**src/gdrc_pkg.sv**
```systemverilog
`timescale 1ns / 1ps
package gdrc_pkg;
	localparam logic [14:0] ONE_Q14 = 15'd16384;
	localparam logic [14:0] SIN_A = 15'd25736;
	localparam logic [14:0] SIN_B = 15'd10512;
	localparam logic [14:0] SIN_C = 15'd1160;
	localparam logic [11:0] CELL_Q11 = 12'd2048;
	localparam logic [15:0] MAXD_RESET = 16'd51200;

	// operation field of an input transaction
	localparam logic OP_WRITE = 1'b0;
	localparam logic OP_CAST = 1'b1;

	typedef struct packed {
		logic start;
		logic [16:0] num;
		logic [14:0] den;
	} div_req_t;

	typedef struct packed {
		logic busy;
		logic done;
		logic [15:0] quo;
	} div_rsp_t;
endpackage

```
**src/gdrc_if.sv**
```systemverilog
`timescale 1ns / 1ps
interface gdrc_in_if #(
	parameter int ANGLE_BITS = 12
);
	logic valid;
	logic ready;
	logic operation;
	logic [3:0] cell_x;
	logic [3:0] cell_z;
	logic cell_is_wall;
	logic [14:0] pos_x;
	logic [14:0] pos_z;
	logic [ANGLE_BITS-1:0] heading;
	modport source(output valid, operation, cell_x, cell_z, cell_is_wall, pos_x, pos_z,
		heading, input ready);
	modport sink(input valid, operation, cell_x, cell_z, cell_is_wall, pos_x, pos_z,
		heading, output ready);
endinterface

interface gdrc_out_if;
	logic valid;
	logic ready;
	logic [15:0] hit_distance;
	logic hit_side;
	logic wall_hit;
	modport source(output valid, hit_distance, hit_side, wall_hit, input ready);
	modport sink(input valid, hit_distance, hit_side, wall_hit, output ready);
endinterface

```
**src/gdrc_div.sv**
```systemverilog
`timescale 1ns / 1ps
// Restoring divider, one quotient bit per cycle; quotient saturates to 16 bits.
module gdrc_div (
	input logic clk,
	input logic arst_n,
	input gdrc_pkg::div_req_t req,
	output gdrc_pkg::div_rsp_t rsp
);
	// numerator is hitn*16384 : 17+14 = 31 bits
	logic [30:0] num_q;
	logic [14:0] den_q;
	logic [15:0] rem_q;
	logic [30:0] quo_q;
	logic [4:0] cnt_q;
	logic busy_q;
	logic done_q;
	logic [15:0] trial;

	assign trial = {rem_q[14:0], num_q[30]};

	always_ff @(posedge clk or negedge arst_n) begin
		if (!arst_n) begin
			busy_q <= 1'b0;
			done_q <= 1'b0;
			cnt_q <= '0;
		end else begin
			done_q <= 1'b0;
			if (req.start) begin
				busy_q <= 1'b1;
				cnt_q <= 5'd30;
				num_q <= {req.num, 14'd0};
				den_q <= req.den;
				rem_q <= '0;
				quo_q <= '0;
			end else if (busy_q) begin
				num_q <= {num_q[29:0], 1'b0};
				if (trial >= {1'b0, den_q}) begin
					rem_q <= trial - {1'b0, den_q};
					quo_q <= {quo_q[29:0], 1'b1};
				end else begin
					rem_q <= trial;
					quo_q <= {quo_q[29:0], 1'b0};
				end
				if (cnt_q == 5'd0) begin
					busy_q <= 1'b0;
					done_q <= 1'b1;
				end else begin
					cnt_q <= cnt_q - 5'd1;
				end
			end
		end
	end

	assign rsp.busy = busy_q;
	assign rsp.done = done_q;
	assign rsp.quo = (|quo_q[30:16]) ? 16'hFFFF : quo_q[15:0];
endmodule

```
**src/gdrc_core.sv**
```systemverilog
`timescale 1ns / 1ps
// Sequencer: quarter-wave sine through one shared 16x16 multiplier, DDA walk with
// one compare per step against a registered map read, wall-hit distance through the
// divider (max_distance when the walk leaves the grid or runs out of steps). A
// clearing pass over all GRID_WIDTH*GRID_HEIGHT cells opens the map after reset.
module gdrc_core #(
	parameter int GRID_WIDTH = 16,
	parameter int GRID_HEIGHT = 16,
	parameter int ANGLE_BITS = 12
) (
	input logic clk,
	input logic arst_n,
	input logic [15:0] max_distance,
	gdrc_in_if.sink in_ch,
	gdrc_out_if.source out_ch
);
	localparam int XW = (GRID_WIDTH > 1) ? $clog2(GRID_WIDTH) : 1;
	localparam int ZW = (GRID_HEIGHT > 1) ? $clog2(GRID_HEIGHT) : 1;
	localparam int CW = 10;
	localparam int STEP_LIMIT = 2 * (GRID_WIDTH + GRID_HEIGHT) + 64;
	localparam int SW = $clog2(STEP_LIMIT + 1);
	localparam int DEPTH = GRID_WIDTH * GRID_HEIGHT;
	localparam int AW = $clog2(DEPTH);
	// boundary distance in Q11 cells; never narrower than the divider numerator
	localparam int NW_G = 11 + $clog2(GRID_WIDTH + GRID_HEIGHT + 2);
	localparam int NW = (NW_G > 17) ? NW_G : 17;
	localparam int PW = NW + 15;

	typedef enum logic [3:0] {
		S_CLEAR, S_IDLE, S_SIN_X2, S_SIN_IN, S_SIN_MID, S_SIN_S,
		S_STEP, S_CHK, S_DIV, S_OUT
	} state_t;

	state_t state_q;
	logic map_mem [DEPTH];
	logic map_rd_q;
	logic [AW-1:0] clr_q;
	logic [14:0] pos_x_q, pos_z_q;
	logic [15:0] phase_q;
	logic axis_q; // 0: x component (sin), 1: z component
	logic [14:0] x2_q, t_q;
	logic [14:0] ax_q, az_q;
	logic dxn_q, dzn_q;
	logic signed [CW-1:0] cx_q, cz_q;
	logic [NW-1:0] nx_q, nz_q, hitn_q;
	logic side_q;
	logic [SW-1:0] n_q;
	logic [15:0] dist_q;
	logic hs_q, wh_q, ov_q;
	logic [15:0] ma, mb;
	logic [31:0] mp, mr;
	logic [15:0] ph2;
	logic [14:0] qx;
	logic [14:0] s_clamp;
	logic dxn_now, dzn_now;
	logic takex;
	logic [PW-1:0] px_prod, pz_prod;
	logic signed [CW-1:0] step_cx, step_cz;
	logic [AW-1:0] rd_addr;
	logic [AW-1:0] waddr;
	logic wr_in_range;
	logic in_accept;
	logic mem_we;
	logic [AW-1:0] mem_waddr;
	logic mem_wdata;
	logic inside_g;
	logic [14:0] den;
	gdrc_pkg::div_req_t dreq;
	gdrc_pkg::div_rsp_t drsp;

	assign in_ch.ready = (state_q == S_IDLE);
	assign in_accept = in_ch.valid && in_ch.ready;
	assign out_ch.valid = ov_q;
	assign out_ch.hit_distance = dist_q;
	assign out_ch.hit_side = hs_q;
	assign out_ch.wall_hit = wh_q;

	// shared multiplier with Q14 round-half-up
	always_comb begin
		unique case (state_q)
			S_SIN_X2: begin ma = {1'b0, qx}; mb = {1'b0, qx}; end
			S_SIN_IN: begin ma = {1'b0, x2_q}; mb = {1'b0, gdrc_pkg::SIN_C}; end
			S_SIN_MID: begin ma = {1'b0, x2_q}; mb = {1'b0, t_q}; end
			S_SIN_S: begin ma = {1'b0, qx}; mb = {1'b0, t_q}; end
			default: begin ma = '0; mb = '0; end
		endcase
	end
	assign mp = 32'(ma) * 32'(mb);
	assign mr = (mp + 32'd8192) >> 14;

	assign ph2 = axis_q ? (phase_q + 16'h4000) : phase_q;
	assign qx = ph2[14] ? (gdrc_pkg::ONE_Q14 - {1'b0, ph2[13:0]}) : {1'b0, ph2[13:0]};
	assign s_clamp = (mr > 32'd16384) ? gdrc_pkg::ONE_Q14 : mr[14:0];
	// dx = sine(phase); dz = -sine(phase + quarter turn)
	assign dxn_now = ph2[15] && (s_clamp != '0);
	assign dzn_now = !ph2[15] && (s_clamp != '0);

	// zero component never wins: its product side is zero, the other is not
	assign px_prod = PW'(nx_q) * PW'(az_q);
	assign pz_prod = PW'(nz_q) * PW'(ax_q);
	assign takex = (px_prod < pz_prod);

	assign step_cx = takex ? (dxn_q ? cx_q - CW'(1) : cx_q + CW'(1)) : cx_q;
	assign step_cz = takex ? cz_q : (dzn_q ? cz_q - CW'(1) : cz_q + CW'(1));
	assign rd_addr = AW'(AW'(step_cz[ZW-1:0]) * AW'(GRID_WIDTH)) + AW'(step_cx[XW-1:0]);

	assign inside_g = (cx_q >= 0) && (cx_q < CW'(GRID_WIDTH)) && (cz_q >= 0)
		&& (cz_q < CW'(GRID_HEIGHT));

	assign wr_in_range = (int'(in_ch.cell_x) < GRID_WIDTH)
		&& (int'(in_ch.cell_z) < GRID_HEIGHT);
	assign waddr = AW'(AW'(in_ch.cell_z) * AW'(GRID_WIDTH)) + AW'(in_ch.cell_x);
	assign mem_we = (state_q == S_CLEAR)
		|| (in_accept && (in_ch.operation == gdrc_pkg::OP_WRITE) && wr_in_range);
	assign mem_waddr = (state_q == S_CLEAR) ? clr_q : waddr;
	assign mem_wdata = (state_q == S_CLEAR) ? 1'b0 : in_ch.cell_is_wall;

	// wall map, registered read
	always_ff @(posedge clk) begin
		if (mem_we)
			map_mem[mem_waddr] <= mem_wdata;
		map_rd_q <= map_mem[rd_addr];
	end

	assign den = side_q ? az_q : ax_q;
	assign dreq.start = (state_q == S_CHK) && inside_g && map_rd_q && (den != '0);
	// a numerator past 17 bits saturates the quotient either way
	assign dreq.num = (hitn_q > NW'(17'h1FFFF)) ? 17'h1FFFF : hitn_q[16:0];
	assign dreq.den = den;

	gdrc_div u_div (.clk(clk), .arst_n(arst_n), .req(dreq), .rsp(drsp));

	always_ff @(posedge clk or negedge arst_n) begin
		if (!arst_n) begin
			state_q <= S_CLEAR;
			clr_q <= '0;
			ov_q <= 1'b0;
		end else begin
			unique case (state_q)
				S_CLEAR: begin
					clr_q <= clr_q + 1'b1;
					if (clr_q == AW'(DEPTH - 1))
						state_q <= S_IDLE;
				end
				S_IDLE: begin
					if (in_accept && (in_ch.operation == gdrc_pkg::OP_CAST)) begin
						pos_x_q <= in_ch.pos_x;
						pos_z_q <= in_ch.pos_z;
						phase_q <= 16'({in_ch.heading, 16'd0} >> ANGLE_BITS);
						axis_q <= 1'b0;
						state_q <= S_SIN_X2;
					end
				end
				S_SIN_X2: begin
					x2_q <= mr[14:0];
					state_q <= S_SIN_IN;
				end
				S_SIN_IN: begin
					t_q <= gdrc_pkg::SIN_B - mr[14:0];
					state_q <= S_SIN_MID;
				end
				S_SIN_MID: begin
					t_q <= gdrc_pkg::SIN_A - mr[14:0];
					state_q <= S_SIN_S;
				end
				S_SIN_S: begin
					if (!axis_q) begin
						ax_q <= s_clamp;
						dxn_q <= dxn_now;
						axis_q <= 1'b1;
						state_q <= S_SIN_X2;
					end else begin
						az_q <= s_clamp;
						dzn_q <= dzn_now;
						nx_q <= dxn_q ? NW'(pos_x_q[10:0])
							: NW'(gdrc_pkg::CELL_Q11) - NW'(pos_x_q[10:0]);
						nz_q <= dzn_now ? NW'(pos_z_q[10:0])
							: NW'(gdrc_pkg::CELL_Q11) - NW'(pos_z_q[10:0]);
						cx_q <= CW'(pos_x_q[14:11]);
						cz_q <= CW'(pos_z_q[14:11]);
						n_q <= '0;
						state_q <= S_STEP;
					end
				end
				S_STEP: begin
					if (n_q == SW'(STEP_LIMIT)) begin
						dist_q <= max_distance; hs_q <= 1'b0; wh_q <= 1'b0;
						ov_q <= 1'b1; state_q <= S_OUT;
					end else begin
						n_q <= n_q + 1'b1;
						cx_q <= step_cx;
						cz_q <= step_cz;
						if (takex) begin
							hitn_q <= nx_q; nx_q <= nx_q + NW'(gdrc_pkg::CELL_Q11);
							side_q <= 1'b0;
						end else begin
							hitn_q <= nz_q; nz_q <= nz_q + NW'(gdrc_pkg::CELL_Q11);
							side_q <= 1'b1;
						end
						state_q <= S_CHK;
					end
				end
				S_CHK: begin
					if (!inside_g) begin
						dist_q <= max_distance; hs_q <= 1'b0; wh_q <= 1'b0;
						ov_q <= 1'b1; state_q <= S_OUT;
					end else if (map_rd_q) begin
						hs_q <= side_q; wh_q <= 1'b1;
						if (den != '0) state_q <= S_DIV;
						else begin dist_q <= 16'hFFFF; ov_q <= 1'b1; state_q <= S_OUT; end
					end else
						state_q <= S_STEP;
				end
				S_DIV: begin
					if (drsp.done) begin
						dist_q <= drsp.quo; ov_q <= 1'b1; state_q <= S_OUT;
					end
				end
				S_OUT: begin
					if (out_ch.ready) begin
						ov_q <= 1'b0;
						state_q <= S_IDLE;
					end
				end
				default: state_q <= S_IDLE;
			endcase
		end
	end

	property p_busy_not_ready;
		@(posedge clk) disable iff (!arst_n) (state_q != S_IDLE) |-> !in_ch.ready;
	endproperty
	a_busy: assert property (p_busy_not_ready) else $error("ready while busy");
	a_hold: assert property (@(posedge clk) disable iff (!arst_n)
		(out_ch.valid && !out_ch.ready) |=> (out_ch.valid && $stable(out_ch.hit_distance)))
		else $error("result changed while stalled");
	a_div: assert property (@(posedge clk) disable iff (!arst_n)
		drsp.done |-> (state_q == S_DIV)) else $error("stray divide");
	a_out: assert property (@(posedge clk) disable iff (!arst_n)
		out_ch.valid |-> (state_q == S_OUT)) else $error("result outside output state");
endmodule

```
**src/grid_dda_ray_cast_core.sv**
```systemverilog
`timescale 1ns / 1ps
// Map writes are taken back to back while idle. A cast runs the sine states
// (S_SIN_X2, S_SIN_IN, S_SIN_MID, S_SIN_S) once per axis, then S_STEP and S_CHK for
// each DDA step, then on a wall hit the divider, before its result is offered.
// Only one cast is in flight at a time; the next transaction is taken after the
// result is accepted. Reset: a pass over GRID_WIDTH*GRID_HEIGHT cells clears the
// map with ready low; max_distance resets to 51200.
module grid_dda_ray_cast_core #(
	parameter int GRID_WIDTH = 16,
	parameter int GRID_HEIGHT = 16,
	parameter int ANGLE_BITS = 12
) (
	input logic clk,
	input logic arst_n,
	input logic cfg_we,
	input logic [15:0] cfg_wdata,
	gdrc_in_if.sink in_ch,
	gdrc_out_if.source out_ch
);
	logic [15:0] max_distance_q;

	// max distance register; the user must write it only while idle, the block does not enforce this
	always_ff @(posedge clk or negedge arst_n) begin
		if (!arst_n) begin
			max_distance_q <= gdrc_pkg::MAXD_RESET;
		end else if (cfg_we) begin
			max_distance_q <= cfg_wdata;
		end
	end

	gdrc_core #(
		.GRID_WIDTH(GRID_WIDTH),
		.GRID_HEIGHT(GRID_HEIGHT),
		.ANGLE_BITS(ANGLE_BITS)
	) u_core (
		.clk(clk),
		.arst_n(arst_n),
		.max_distance(max_distance_q),
		.in_ch(in_ch),
		.out_ch(out_ch)
	);
endmodule

```
**src/flat_wrapper.sv**
```systemverilog
// flat-port wrapper written by rule: the top's interface ports become plain ports
module grid_dda_ray_cast_core_flat 
#(
	parameter int GRID_WIDTH = 16,
	parameter int GRID_HEIGHT = 16,
	parameter int ANGLE_BITS = 12
)
  (clk, arst_n, cfg_we, cfg_wdata, in_ch_valid, in_ch_operation, in_ch_cell_x, in_ch_cell_z, in_ch_cell_is_wall, in_ch_pos_x, in_ch_pos_z, in_ch_heading, in_ch_ready, out_ch_valid, out_ch_hit_distance, out_ch_hit_side, out_ch_wall_hit, out_ch_ready);
  gdrc_in_if #(.ANGLE_BITS(ANGLE_BITS)) in_ch_i ();
  gdrc_out_if out_ch_i ();
  input logic clk;
  input logic arst_n;
  input logic cfg_we;
  input logic [15:0] cfg_wdata;
  input wire logic [$bits(in_ch_i.valid)-1:0] in_ch_valid;
  input wire logic [$bits(in_ch_i.operation)-1:0] in_ch_operation;
  input wire logic [$bits(in_ch_i.cell_x)-1:0] in_ch_cell_x;
  input wire logic [$bits(in_ch_i.cell_z)-1:0] in_ch_cell_z;
  input wire logic [$bits(in_ch_i.cell_is_wall)-1:0] in_ch_cell_is_wall;
  input wire logic [$bits(in_ch_i.pos_x)-1:0] in_ch_pos_x;
  input wire logic [$bits(in_ch_i.pos_z)-1:0] in_ch_pos_z;
  input wire logic [$bits(in_ch_i.heading)-1:0] in_ch_heading;
  output wire logic [$bits(in_ch_i.ready)-1:0] in_ch_ready;
  output wire logic [$bits(out_ch_i.valid)-1:0] out_ch_valid;
  output wire logic [$bits(out_ch_i.hit_distance)-1:0] out_ch_hit_distance;
  output wire logic [$bits(out_ch_i.hit_side)-1:0] out_ch_hit_side;
  output wire logic [$bits(out_ch_i.wall_hit)-1:0] out_ch_wall_hit;
  input wire logic [$bits(out_ch_i.ready)-1:0] out_ch_ready;
  assign in_ch_i.valid = in_ch_valid;
  assign in_ch_i.operation = in_ch_operation;
  assign in_ch_i.cell_x = in_ch_cell_x;
  assign in_ch_i.cell_z = in_ch_cell_z;
  assign in_ch_i.cell_is_wall = in_ch_cell_is_wall;
  assign in_ch_i.pos_x = in_ch_pos_x;
  assign in_ch_i.pos_z = in_ch_pos_z;
  assign in_ch_i.heading = in_ch_heading;
  assign in_ch_ready = in_ch_i.ready;
  assign out_ch_valid = out_ch_i.valid;
  assign out_ch_hit_distance = out_ch_i.hit_distance;
  assign out_ch_hit_side = out_ch_i.hit_side;
  assign out_ch_wall_hit = out_ch_i.wall_hit;
  assign out_ch_i.ready = out_ch_ready;
  grid_dda_ray_cast_core #(.GRID_WIDTH(GRID_WIDTH), .GRID_HEIGHT(GRID_HEIGHT), .ANGLE_BITS(ANGLE_BITS)) u_core (.clk(clk), .arst_n(arst_n), .cfg_we(cfg_we), .cfg_wdata(cfg_wdata), .in_ch(in_ch_i), .out_ch(out_ch_i));
endmodule
```
**config.mk**
```make
export PLATFORM = sky130hd
export DESIGN_NAME = grid_dda_ray_cast_core_flat
export DESIGN_NICKNAME = d
export VERILOG_FILES = /design/src/gdrc_pkg.sv /design/src/gdrc_if.sv /design/src/gdrc_div.sv /design/src/gdrc_core.sv /design/src/grid_dda_ray_cast_core.sv /design/src/flat_wrapper.sv
export SDC_FILE = /design/constraint.sdc
export NUM_CORES = 2
export LEC_CHECK = 0
export BUFFER_PORTS_ARGS = -buffer_cell sky130_fd_sc_hd__buf_4
export CAP_MARGIN = 20
export CORE_MARGIN = 8
export CORE_UTILIZATION = 42
export CTS_CLUSTER_SIZE = 12
export DETAILED_ROUTE_END_ITERATION = 8
export MAX_ROUTING_LAYER = met4
export SLEW_MARGIN = 25
export SYNTH_ARGS = -nofsm -noshare
export SYNTH_HDL_FRONTEND = slang
export SYNTH_SLANG_ARGS = --single-unit
```
**constraint.sdc**
```tcl
create_clock -name clk -period 29.5 [get_ports clk]
set_input_delay 5.9 -clock clk [delete_from_list [all_inputs] [get_ports clk]]
set_output_delay 5.9 -clock clk [all_outputs]
set_load 0.03 [all_outputs]
```
# == After elaboration in Yosys (flattened, before gate mapping) ==
# Memories as Yosys holds them, arrays and structs flattened. A register that Yosys moved wholly into a read port is not among the register bits.
# Index checks and enable logic that the tools add are counted.
# classes
muxes,85
eq_ne,23
reduce_logical,45
bitwise_logic,3
multipliers,3
n_addsub,19
magnitude_cmp,8
# op_table
op,n
2-to-1 mux 17 bit,10
2-to-1 mux 16 bit,9
2-to-1 mux 31 bit,3
2-to-1 mux 10 bit,8
one-hot mux 17 bit (2 select lines),2
multiplier 17 x 15 -> 32 bit,2
one-hot mux 15 bit (2 select lines),2
one-hot mux 16 bit (3 select lines),1
2-to-1 mux 15 bit,3
one-hot mux 15 bit (3 select lines),1
one-hot mux 10 bit (2 select lines),2
one-hot mux 4 bit (10 select lines),1
"adder 17 x 12 -> 17 bit, second input constant",2
"adder 32 x 14 -> 32 bit, second input constant",1
less-than comparator 32 bit,1
multiplier 16 x 16 -> 32 bit,1
nonzero test 15 bit,2
2-to-1 mux 4 bit,7
"subtractor 12 x 11 -> 13 bit, first input constant",2
2-to-1 mux 1 bit,24
2-to-1 mux 8 bit,3
"adder 10 x 2 -> 10 bit, second input constant",2
">= comparator 10 x 1 -> 1 bit, second input constant",2
"less-than comparator 10 x 6 -> 1 bit, second input constant",2
41 further kinds,93
# word_totals
out_inout_bits,20
ram_bits,256
n_memories,1
reg_bits,332
wordCells,221
# memory_table
memory,words,word_bits,rd,rd_clocked_by_memory_dff,write_ports,line,text
u_core.u_core.map_mem,256,1,1,1,1,gdrc_core.sv:35,logic map_mem [DEPTH];

# == Longest topological paths before layout ==
# logic_depth
word_depth,14
ltp_mapped,44
depth_no_buf,39

# == Hierarchy ==
# Synthesis repeated with hierarchy kept, for this count alone.
# hier_totals
cells_unflattened,5392
area_unflattened_um2,53092.2
# modules_own_cells
mod,instances,seq_area_each_um2,area_each_um2,cells_per_inst
gdrc_core,1,14128.6,46990.1,4879
gdrc_div,1,2937.8,5449.0,479
grid_dda_ray_cast_core,1,404.1,653.1,34

# == Least setup slack after synthesis ==
# Ideal clock, no wire load.
# synth_timing
path_kind,input -> register
startpoint,in in_ch_cell_is_wall
endpoint,mem u_core.u_core.map_mem[0] (data pin)
cell_stages,1
t_required_ns,28.054
path_buffers,0
setup_slack_ns,16.009
t_arrival_ns,12.045
cell_sequence,nor2b_1
# synth_between
elab_chain_cells,1
# synth_rtl
item,line,text
start: declaration,flat_wrapper.sv:19,input wire logic [$bits(in_ch_i.cell_is_wall)-1:0] in_ch_cell_is_wall;
2-to-1 mux 1 bit,gdrc_core.sv:116,assign mem_wdata = (state_q == S_CLEAR) ? 1'b0 : in_ch.cell_is_wall;
end: declaration,gdrc_core.sv:35,
# No other way between the ends.

# == Worst setup path in the final report ==
# layout_timing
startpoint,reg u_core.u_core.az_q[3]
endpoint,"reg u_core.u_core.map_rd_q, read port of u_core.u_core.map_mem"
# layout_between
elab_chain_cells,4
word_cells_on_any_way,5
# layout_rtl
item,line,text
start: declaration,gdrc_core.sv:42,"logic [14:0] ax_q, az_q;"
start signal: assignment,gdrc_core.sv:173,az_q <= s_clamp;
multiplier 17 x 15 -> 32 bit (*),gdrc_core.sv:99,assign px_prod = PW'(nx_q) * PW'(az_q);
less-than comparator 32 bit (*),gdrc_core.sv:101,assign takex = (px_prod < pz_prod);
2-to-1 mux 10 bit (on tied branches),"gdrc_core.sv:103, gdrc_core.sv:104",
adder 8 x 4 -> 8 bit (*),gdrc_core.sv:105,assign rd_addr = AW'(AW'(step_cz[ZW-1:0]) * AW'(GRID_WIDTH)) + AW'(step_cx[XW-1:0]);
end: declaration,gdrc_core.sv:36,logic map_rd_q;
# Mark *: on every way between the ends. The rest lies on a longest branch, timed or not. The select of a mux whose other input is x is not followed.
# A chain may end at the register's enable or synchronous reset.

==> results.md <==
- Average size of a mapped cell: about 9.9 µm²
- Worst min-delay path class: reg -> reg
- Crit start category: flop
- FILL cells: 11.7k
- CP endpoint kind: flop
- GP Congestion: 0.919
- CP top delay family: compound AO/OA/AOI/OAI gates
- WHS Endpoint: u_core.max_distance_q[7]
- Core box area: approximately 120000 µm²
- Initial antenna violation count: 2
- CTS clk-pin slew, worst paths: around 0.06 ns
- Cell Area, Placed: approximately 54000 µm²
- Post-DP HPWL: 101000 µm
- Mapped Area: 51800 µm²
- DRT Pass-1 Iters: 6
- Wirelength per Cell: roughly 20 µm
- Hold depth: 1
- Max Cap Viol: 0
- Total track usage: 20.8%
- Setup TNS: 0 ns
- CTS H-tree lvls: 3
- R2R cell count: 37
- Ys async rst share: 6.12%
- Max FO, Critical Path: slightly below 70
- Outcome: finished, final reports clean
- Clock latency on the worst-skew pair: between 0.6 and 0.7 ns
- Hold_ws: 0.510 ns
- Total nets after synthesis: between 6k and 7k
- R2r setup slk: 17.44 ns
- Cell repeated most along the worst path: fa_1
- Clk buf depth: 3
- Vias in the first global route: roughly 38k
- CP max-delay cell: edfxtp_1
- Setup bufs post-CTS: 0
- RR Startpoint: u_core.u_core.az_q[3]
- Yosys reg bits: 588
- DRT iter0 DRCs: 3058
- Root Buffer: clkbuf_16
- Share of layout cells above drive strength 1: a little under 7%
- EDFF count, synth: approximately 550
- # DRC: 0
- Hold Violations, Final: 0
- Clock Skews: 0.0486 ns
- Syn. warnings: 0
- Nets: 6208
- CP arrival: 12.69 ns
- Post-cts sizing count: 0
- Pins over their slew limit: 0
- Fin crit period: 12.06 ns
- Final setup viols: 0
- Post-route ant nets: 0
- Placed cells: 6760
- Final Cycle Share: about two fifths
- RR Endpoint: u_core.u_core.map_rd_q
- Number of buffers created by CTS: 70
- Ports: 93
- Pin count of the biggest net entering global routing: 257
- Initial Utilization: 42.1%
- I/O Buffers: 92
- Final wirelength: between 100000 and 150000 µm
- Grt ovf: 0
- Post-CTS Hold Fix Bufs: 0
- Die W: 367 µm
- Worst hold path startpoint: u_core.max_distance_q[7]
- Relative slew slack: a little over a quarter
- Die area: 135000 µm²
- Sink Count: 588
- F_max: 82.9 MHz
- Final non-filler cell total: 6892
- CP bufs+invs: 5
- # diodes: 0
- Worst path required time: 30.13 ns
- Final instance area: around 57000 µm²
- CP max stage delay: 0.81 ns
- TritonCTS clock tree: yes
- Cell Rows: 129
- RSZ-0062 raised after global routing: false
- Top FF cell, synth: edfxtp_1
- Seq/Total Area, Yosys: 33.7%
- Unique masters post-synth: 88
- Chip height: 367 µm
- Worst slew pin tran: 1.10 ns
- Kind of critical path: reg -> reg
- First-pass GRT wire length: 217000 µm
- Vias per cell: 5.41
- Area delta synth->final: 9.48%
- Post-synthesis cell count: between 5k and 6k
- Vias: 37.3k
## Yosys cell counts (10+ instances only)
library cell | n | share of area (%)
nand2_1 | 770 | 5.6
inv_1 | 626 | 4.5
nor2_1 | 564 | 4.1
fa_1 | 558 | 22
edfxtp_1 | 551 | 32
ha_1 | 379 | 9.2
and2_1 | 228 | 2.8
clkbuf_1 | 224 | 1.6
a21oi_1 | 195 | 1.9
o21ai_0 | 118 | 1.1
xnor2_1 | 94 | 1.6
nand3_1 | 76 | 0.73
mux2i_1 | 59 | 1.1
a211oi_1 | 53 | 0.77
xor2_1 | 51 | 0.86
a21o_1 | 46 | 0.67
and3_1 | 45 | 0.54
mux2_2 | 43 | 0.93
nor3_1 | 42 | 0.41
dfrtp_1 | 33 | 1.6
nand2b_1 | 31 | 0.37
o22ai_1 | 25 | 0.30
o21ai_1 | 24 | 0.23
nand4_1 | 23 | 0.28
or3_1 | 23 | 0.28
a22oi_1 | 22 | 0.32
nor2b_1 | 21 | 0.25
o21a_1 | 21 | 0.30
buf_1 | 20 | 0.14
nor4_1 | 19 | 0.23
a22o_1 | 15 | 0.25
a31oi_1 | 14 | 0.17
a2111oi_0 | 13 | 0.22
nor3b_1 | 13 | 0.19
nand3b_1 | 12 | 0.17
o21bai_1 | 12 | 0.17
o31ai_1 | 10 | 0.14
## cell families after synthesis
logic type               synth area share, %
flip-flops                              33.7
XOR/XNOR                                2.48
buffers and inverters                   6.37
AO/OA/AOI/OAI                           8.23
multiplexers                            2.10
AND/OR/NAND/NOR                         16.4
adder cells (fa/ha/maj)                 30.7
## metrics by stage
stage          utilization (%)  worst slack (ns)
2_1_floorplan                -             16.01
3_3_place_gp              44.1             17.70
3_5_place_dp              44.1             17.42
4_1_cts                   46.1             17.42
5_1_grt                   46.1             16.75
6_report                  46.1             17.44
## placed cells by master (no fill, tap or decap), drive strengths merged, types with 23 or more instances in the layout
master and instances:
nand2 770, inv 632, nor2 564, fa 558, edfxtp 551, ha 379
and2 228, a21oi 197, buf 160, o21ai 143, xnor2 95, clkbuf 95
nand3 77, mux2i 59, a211oi 53, xor2 51, a21o 47, and3 45
mux2 44, nor3 43, dfrtp 33, nand2b 31, o22ai 25, nand4 23
or3 23, clkinv 23
## worst max path at each step
| stage | startpoint | endpoint | slack [ns] | cells after the start |
|---|---|---|---|---|
| finish | u_core.u_core.az_q[3] | u_core.u_core.map_rd_q | 17.44 | 37 |
| CTS | u_core.u_core.az_q[3] | u_core.u_core.map_rd_q | 17.42 | 37 |
| floorplan | in_ch_cell_is_wall | u_core.u_core.map_mem[0] | 16.01 | 1 |
| global placement | u_core.u_core.az_q[3] | u_core.u_core.map_rd_q | 17.70 | 37 |
| detailed placement | u_core.u_core.az_q[3] | u_core.u_core.map_rd_q | 17.42 | 37 |
| global route | u_core.u_core.az_q[3] | u_core.u_core.map_rd_q | 16.75 | 38 |
## area by class of cell
cell class	instances	area, µm²	share of cell area [%]
Clock inverter	34	526	0.926
Sequential cell	588	17500	30.8
Clock buffer	95	1900	3.34
Timing Repair Buffer	160	1240	2.18
Inverter	630	2360	4.17
Multi-Input combinational cell	3748	31200	55.0
Tap cell	1637	2050	3.61
## worst reg2reg max path, delay by kind of cell (launching register included)
kind,cells,cell delay (ns)
adders and majority gates,8,3.62
xor gates and xnor gates,1,0.15
buffers and inverters,5,1.17
AOI/OAI and AO/OA,16,3.93
DFF,1,0.81
and+or+nand+nor,7,2.35
## metal layers
metal | vias to the layer above | part of all wire, % | track usage (%)
li1 | 17221 | - | -
met1 | 18765 | 45 | 28.5
met2 | 1108 | 46 | 32.4
met3 | 178 | 6.7 | 3.23
met4 | 0 | 2.3 | 5.30
met5 | - | 0 | -
## sequential cells by signal, indices dropped and copies added, names as in the netlist, 16 cells and up
register / flops
u_core.u_core.out_ch.hit_distance: 16
u_core.u_core.nz_q: 17
u_core.u_core.hitn_q: 17
u_core.u_core.map_mem: 256
u_core.u_core.u_div.num_q: 31
u_core.u_core.nx_q: 17
u_core.max_distance_q: 16
u_core.u_core.u_div.quo_q: 31
Power is not shown: default switching activity piles up to over one toggle a cycle in this logic, so the estimate is an artifact.
